### src/rtl/length_preserving_vector_rejection_macros.svh
// Assertion macros used by the vector rejection RTL.
`ifndef LENGTH_PRESERVING_VECTOR_REJECTION_MACROS_SVH
`define LENGTH_PRESERVING_VECTOR_REJECTION_MACROS_SVH

// Same-cycle implication, disabled during reset.
`define LPVR_ASSERT_SAME(label, clk, rstn, ante, cons, msg) \
    label: assert property (@(posedge clk) disable iff (!rstn) (ante) |-> (cons)) \
        else $error(msg);

// Next-cycle implication, disabled during reset.
`define LPVR_ASSERT_NEXT(label, clk, rstn, ante, cons, msg) \
    label: assert property (@(posedge clk) disable iff (!rstn) (ante) |=> (cons)) \
        else $error(msg);

`endif

### src/rtl/lpvr_pkg.sv
// Shared constants for the vector rejection pipeline.
package lpvr_pkg;

    localparam int DATA_WIDTH_DEF = 32;
    // Width of one partial-product slice in the wide multipliers.
    localparam int MUL_LIMB = 32;

endpackage

### src/rtl/lpvr_mul.sv
// Pipelined multi-lane unsigned multiplier, one limb-by-limb product per stage, with sideband.
module lpvr_mul import lpvr_pkg::*; #(
    parameter int LANES = 1,
    parameter int AW    = 32,
    parameter int BW    = 32,
    parameter int SW    = 1
) (
    input  logic                           aclk,
    input  logic                           aresetn,
    input  logic                           en,
    input  logic                           in_valid,
    input  logic [LANES-1:0][AW-1:0]       a,
    input  logic [LANES-1:0][BW-1:0]       b,
    input  logic [SW-1:0]                  side_in,
    output logic                           out_valid,
    output logic [LANES-1:0][AW+BW-1:0]    p,
    output logic [SW-1:0]                  side_out
);

    localparam int NA  = (AW + MUL_LIMB - 1) / MUL_LIMB;
    localparam int NB  = (BW + MUL_LIMB - 1) / MUL_LIMB;
    localparam int NST = NA * NB;
    localparam int APW = NA * MUL_LIMB;
    localparam int BPW = NB * MUL_LIMB;
    localparam int PW  = AW + BW;

    logic                         vld_reg  [NST];
    logic [LANES-1:0][APW-1:0]    a_reg    [NST];
    logic [LANES-1:0][BPW-1:0]    b_reg    [NST];
    logic [LANES-1:0][PW-1:0]     acc_reg  [NST];
    logic [SW-1:0]                side_reg [NST];

    logic                         vld_src  [NST];
    logic [LANES-1:0][APW-1:0]    a_src    [NST];
    logic [LANES-1:0][BPW-1:0]    b_src    [NST];
    logic [LANES-1:0][PW-1:0]     acc_src  [NST];
    logic [SW-1:0]                side_src [NST];
    logic [LANES-1:0][PW-1:0]     acc_next [NST];

    logic [LANES-1:0][APW-1:0]    a_pad;
    logic [LANES-1:0][BPW-1:0]    b_pad;

    always_comb begin
        for (int l = 0; l < LANES; l++) begin
            a_pad[l] = APW'(a[l]);
            b_pad[l] = BPW'(b[l]);
        end
    end

    genvar gs, gl;
    generate
        for (gs = 0; gs < NST; gs++) begin : g_src
            if (gs == 0) begin : g_first
                assign vld_src[gs]  = in_valid;
                assign a_src[gs]    = a_pad;
                assign b_src[gs]    = b_pad;
                assign acc_src[gs]  = '0;
                assign side_src[gs] = side_in;
            end else begin : g_rest
                assign vld_src[gs]  = vld_reg[gs-1];
                assign a_src[gs]    = a_reg[gs-1];
                assign b_src[gs]    = b_reg[gs-1];
                assign acc_src[gs]  = acc_reg[gs-1];
                assign side_src[gs] = side_reg[gs-1];
            end
        end
    endgenerate

    // stage gs multiplies A limb (gs % NA) by B limb (gs / NA)
    generate
        for (gs = 0; gs < NST; gs++) begin : g_stage
            localparam int IA = gs % NA;
            localparam int IB = gs / NA;
            for (gl = 0; gl < LANES; gl++) begin : g_lane
                logic [2*MUL_LIMB-1:0] prod;
                assign prod = a_src[gs][gl][IA*MUL_LIMB +: MUL_LIMB]
                            * b_src[gs][gl][IB*MUL_LIMB +: MUL_LIMB];
                assign acc_next[gs][gl] = acc_src[gs][gl]
                                        + (PW'(prod) << ((IA + IB) * MUL_LIMB));
            end
        end
    endgenerate

    always_ff @(posedge aclk) begin
        if (!aresetn) begin
            for (int s = 0; s < NST; s++) begin
                vld_reg[s] <= 1'b0;
            end
        end else if (en) begin
            for (int s = 0; s < NST; s++) begin
                vld_reg[s] <= vld_src[s];
            end
        end
    end

    always_ff @(posedge aclk) begin
        if (en) begin
            for (int s = 0; s < NST; s++) begin
                a_reg[s]    <= a_src[s];
                b_reg[s]    <= b_src[s];
                acc_reg[s]  <= acc_next[s];
                side_reg[s] <= side_src[s];
            end
        end
    end

    assign out_valid = vld_reg[NST-1];
    assign p         = acc_reg[NST-1];
    assign side_out  = side_reg[NST-1];

endmodule

### config.mk
export PLATFORM = sky130hd
export DESIGN_NAME = lpvr_mul
export DESIGN_NICKNAME = d
export VERILOG_FILES = /design/src/rtl/length_preserving_vector_rejection_macros.svh /design/src/rtl/lpvr_pkg.sv /design/src/rtl/lpvr_mul.sv
export SDC_FILE = /design/constraint.sdc
export NUM_CORES = 2
export LEC_CHECK = 0
export ABC_AREA = 0
export BUFFER_PORTS_ARGS = -buffer_cell sky130_fd_sc_hd__buf_2
export CORE_MARGIN = 8
export CORE_UTILIZATION = 49
export DETAILED_ROUTE_END_ITERATION = 6
export PLACE_DENSITY = 0.77
export SLEW_MARGIN = 15
export SYNTH_ARGS = -nofsm -noshare
export SYNTH_HDL_FRONTEND = slang
export SYNTH_SLANG_ARGS = --single-unit
### constraint.sdc
create_clock -name aclk -period 10.31 [get_ports aclk]
set_clock_uncertainty 0.1 [all_clocks]
set_input_delay 0.5155 -clock aclk [delete_from_list [all_inputs] [get_ports aclk]]
set_output_delay 0.5155 -clock aclk [all_outputs]
set_load 0.02 [all_outputs]
# [Word level (Yosys, flattened, before mapping)]
# Memories as Yosys holds them, arrays and structs flattened.
# Index checks and enable logic that the tools add are counted.
[op_classes] mul=1 muxes=7 reduce_logical=1
[ops] cell="$mul 32x32->64" n=1
[ops] cell="$mux 1" n=7
[ops] cell="$reduce_or 1->1" n=1
[word_totals] regBits=0 mem_bits_rw=66 in_bits=69 out_inout_bits=66 word_cells=12 mem_count=3
[memory_table] name="acc_reg" words=1 word_bits=64 read_ports=1 rd_clocked_by_memory_dff=0 write_ports=1 line_no="lpvr_mul.sv:30" text="logic [LANES-1:0][PW-1:0] acc_reg [NST];"
[memory_table] name="side_reg" words=1 word_bits=1 read_ports=1 rd_clocked_by_memory_dff=0 write_ports=1 line_no="lpvr_mul.sv:31" text="logic [SW-1:0] side_reg [NST];"
[memory_table] name="vld_reg" words=1 word_bits=1 read_ports=1 rd_clocked_by_memory_dff=0 write_ports=1 line_no="lpvr_mul.sv:27" text="logic vld_reg [NST];"

# [Logic depth before layout (Yosys ltp)]
[depth] ltp_word=5 mapped_depth=29 depth_no_buf=27

# [Worst setup path after synthesis]
# No wires, ideal clock.
[synth_timing] path_type="input-to-reg" startpoint="input port a[25] (netlist bit)" endpoint="memory acc_reg[0][62] (netlist bit), data pin" setup_time_ns=0.262 arrival_time_ns=7.127 required_time_ns=9.948 path_slack_ns=2.821 stages=25 path_buffers=2 cell_sequence="clkbuf_1 nand2_1 fa_1 inv_1 fa_1 inv_1 fa_1 inv_1 fa_1 fa_1 fa_1 fa_1 inv_1 fa_1 inv_1 ha_1 buf_2 nand4_1 or4_1 or3_1 a31oi_1 a31o_2 a211oi_1 o21ai_1 xor2_1"
[synth_lines] element="start: declaration" line_no="lpvr_mul.sv:12" text="input logic [LANES-1:0][AW-1:0] a,"
[synth_lines] element="end: declaration" line_no="lpvr_mul.sv:30"

==> key figures <==
Critical path
  • Crit. Startpoint: b[24]
  • WP data required: 10.30 ns
  • Critical Setup Path Class: in2reg
  • CP Launch Type: input port
  • Endpoint class of the critical path: flop
  • CP arrival: 8.30 ns
  • CP Max Fanout: 32

Yosys
  • EDFF count, synth: 66
  • Top_reg_cell synth: edfxtp_1
  • Post-Syn Area: 0.0353 mm2
  • Synth Warn #: 0
  • Synth top area share: 50.8%
  • Cell taking the most area after synthesis: fa_1
  • Mean area per synthesized cell: 9.39 um2
  • Cells after Synth: 3,762
  • Dominant cells by area after synthesis: fa_1, and2_1, ha_1
  • Syn Nets: 4,990
  • Distinct cells, synth: 56
  • Sequential element share of the synthesized area: 5.61%
  • Fraction of registers with async set or reset after synthesis: 0%
  • Yosys reg bits: 66

Global routing
  • Met1 usage: 26.5%
  • GRT Overall Usage: 23.3%
  • Largest net degree at the start of global routing: 68
  • Vias in the first global route: 28,542
  • Grt met3 use: 3.44%
  • M2 GR Usage: 41.9%
  • Initial antenna violation count: 5
  • First-pass GRT wire length: 150,000 um
  • Grt total ovfl: 0
  • Most Used Layer, Global Route: met2

Die
  • I/O pins: 135
  • Core Footprint: 0.0715 mm2
  • Die area: 0.0810 mm2
  • Effective utilization at floorplan: 49.4%
  • Die X: 285 um
  • FP Rows: 98
  • Die height: 285 um

Hold path
  • Hold Path Class: in2reg
  • Worst Min Path Start: side_in

Detailed routing
  • DRC Markers: 0
  • Wire per inst: 19.9 um
  • Initial DRC Count: 1,900
  • Router iterations before antenna repair: 6
  • Post-route ant nets: 0
  • Routed vias/inst: 5.49
  • Final WL: 92,300 um
  • Routed vias: 25,485

STA
  • Setup violators final: 0
  • Worst Tran Pin Value: 0.895 ns
  • Highest Clock Rate: 0.120 GHz
  • Minimum clock period: 8.31 ns
  • Slew headroom: 40.3%
  • Setup TNS: 0 ns
  • Hold Vio Cnt, Final: 0
  • Max Slew Vio Count: 0
  • RSZ-0062 raised after global routing: no
  • Tcrit/Tclk final: 80.6%

Clocking
  • Clk slew on worst S/H paths: 0.06 ns
  • Clk buf depth: 2
  • CTS sink count: 66
  • Setup bufs post-CTS: 0
  • Resize count post-CTS: 0
  • # hold bufs at CTS: 0
  • Root Driver: clkbuf_16
  • CTS tree: built
  • CTS Buf Count: 9
  • Max H-tree Level: 3

Cells and area
  • Final Instance Area: 0.0367 mm2
  • Fillcell total: 6,414
  • Area growth syn-to-layout: 3.70%
  • Largest register FFs: 64
  • Share of layout cells above drive strength 1: 4.42%
  • Layout Nets: 4,911

Placement
  • GPL Wtd Cong: 0.926
  • Post-Place Cell Area: 0.0364 mm2
  • IO Port Bufs: 134
  • HPWL Detailed: 73,700 um

Flow run
  • Max Cap Viol: 0

Status
  • Outcome: complete, no violations
-- synthesized netlist by cell type (all sizes together), types with 3 or more instances --
master / number
nand3: 12
fa: 896
a21o: 37
a21boi: 3
and3: 15
buf: 11
nor2: 21
nor3: 5
inv: 863
or2: 4
and4: 4
o21a: 8
xnor2: 33
nand4: 24
a21oi: 70
nand2b: 3
and2: 603
o21bai: 10
o211ai: 3
xor2: 26
a211oi: 4
edfxtp: 66
a221o: 4
or3: 5
nand2: 478
o21ai: 30
or4: 3
a311oi: 3
clkbuf: 216
a31oi: 12
o221ai: 3
ha: 263
-- final timing paths --
check,end,slack (ns),depth (start not counted)
worst min-delay path,side_reg[0]$_DFFE_PP_,0.25,1
worst max-delay path,acc_reg[0][62]$_DFFE_PP_,2.00,22
-- cells in the final DEF, fill, tap and decap left out, types with 4 or more instances in the layout --
| master | n |
|---|---|
| fa_1 | 896 |
| inv_1 | 863 |
| and2_1 | 603 |
| nand2_1 | 478 |
| ha_1 | 263 |
| buf_2 | 134 |
| a21oi_1 | 68 |
| edfxtp_1 | 66 |
| a21o_1 | 37 |
| xnor2_1 | 33 |
| o21ai_0 | 28 |
| xor2_1 | 26 |
| nand4_1 | 24 |
| nor2_1 | 21 |
| and3_1 | 15 |
| nand3_1 | 12 |
| a31oi_1 | 11 |
| o21bai_1 | 10 |
| clkbuf_16 | 9 |
| o21a_1 | 8 |
| diode_2 | 6 |
| or3_1 | 5 |
| nor3_1 | 5 |
| a211oi_1 | 4 |
| and4_1 | 4 |
| a221o_1 | 4 |
-- per-stage QoR --
step	util (%)	hold WS (ns)	cells	setup slack, ns
2_1_floorplan	-	0.514	3762	2.82
3_3_place_gp	50.9	0.592	4622	1.86
3_5_place_dp	50.9	0.594	4622	1.76
4_1_cts	51.2	0.233	4638	2.13
5_1_grt	51.3	0.230	4641	1.74
6_report	51.3	0.249	4644	2.00
-- final cells by class --
| type | instances | area [um2] | area share [%] |
|---|---|---|---|
| clock buffer | 9 | 225 | 0.614 |
| multi-input combinational | 2606 | 29300 | 79.8 |
| timing repair buffer | 137 | 693 | 1.89 |
| sequential | 66 | 1980 | 5.41 |
| clock inverter | 7 | 51.3 | 0.140 |
| inverter | 863 | 3240 | 8.84 |
| tap | 950 | 1190 | 3.24 |
| antenna | 6 | 15.0 | 0.0410 |
-- routing by layer --
layer | part of all wire, % | vias to the layer above
met4 | 6.2 | 0
met1 | 35 | 13282
met5 | 0 | -
met2 | 52 | 1095
met3 | 6.6 | 313
li1 | - | 10795
-- cell families (layout without fill, tap and decap cells) --
logic type                 count (synthesis)  after routing  share of synthesized area, %
AOI/OAI and AO/OA                        205            205                          3.84
buffers and inverters                   1090           1016                          11.6
other                                      0              6                             0
muxes                                      1              1                        0.0283
and+or+nand+nor                         1182           1182                          17.4
xor gates and xnor gates                  59             59                          1.46
DFF                                       66             66                          5.61
adders and majority gates               1159           1159                          60.1
-- critical path, stage by stage --
cell      delay [ns]
buf_2           0.66
nand2_1         0.17
fa_1            0.54
inv_1           0.05
fa_1            0.48
fa_1            0.58
fa_1            0.50
fa_1            0.55
fa_1            0.44
fa_1            0.49
inv_1           0.05
fa_1            0.47
inv_1           0.05
ha_1            0.43
nand4_1         0.24
or4_1           0.46
or3_1           0.38
a31oi_1         0.55
a31o_2          0.29
a211oi_1        0.10
o21ai_1         0.17
xor2_1          0.08
Power is not shown: default switching activity piles up to over one toggle a cycle in this logic, so the estimate is an artifact.
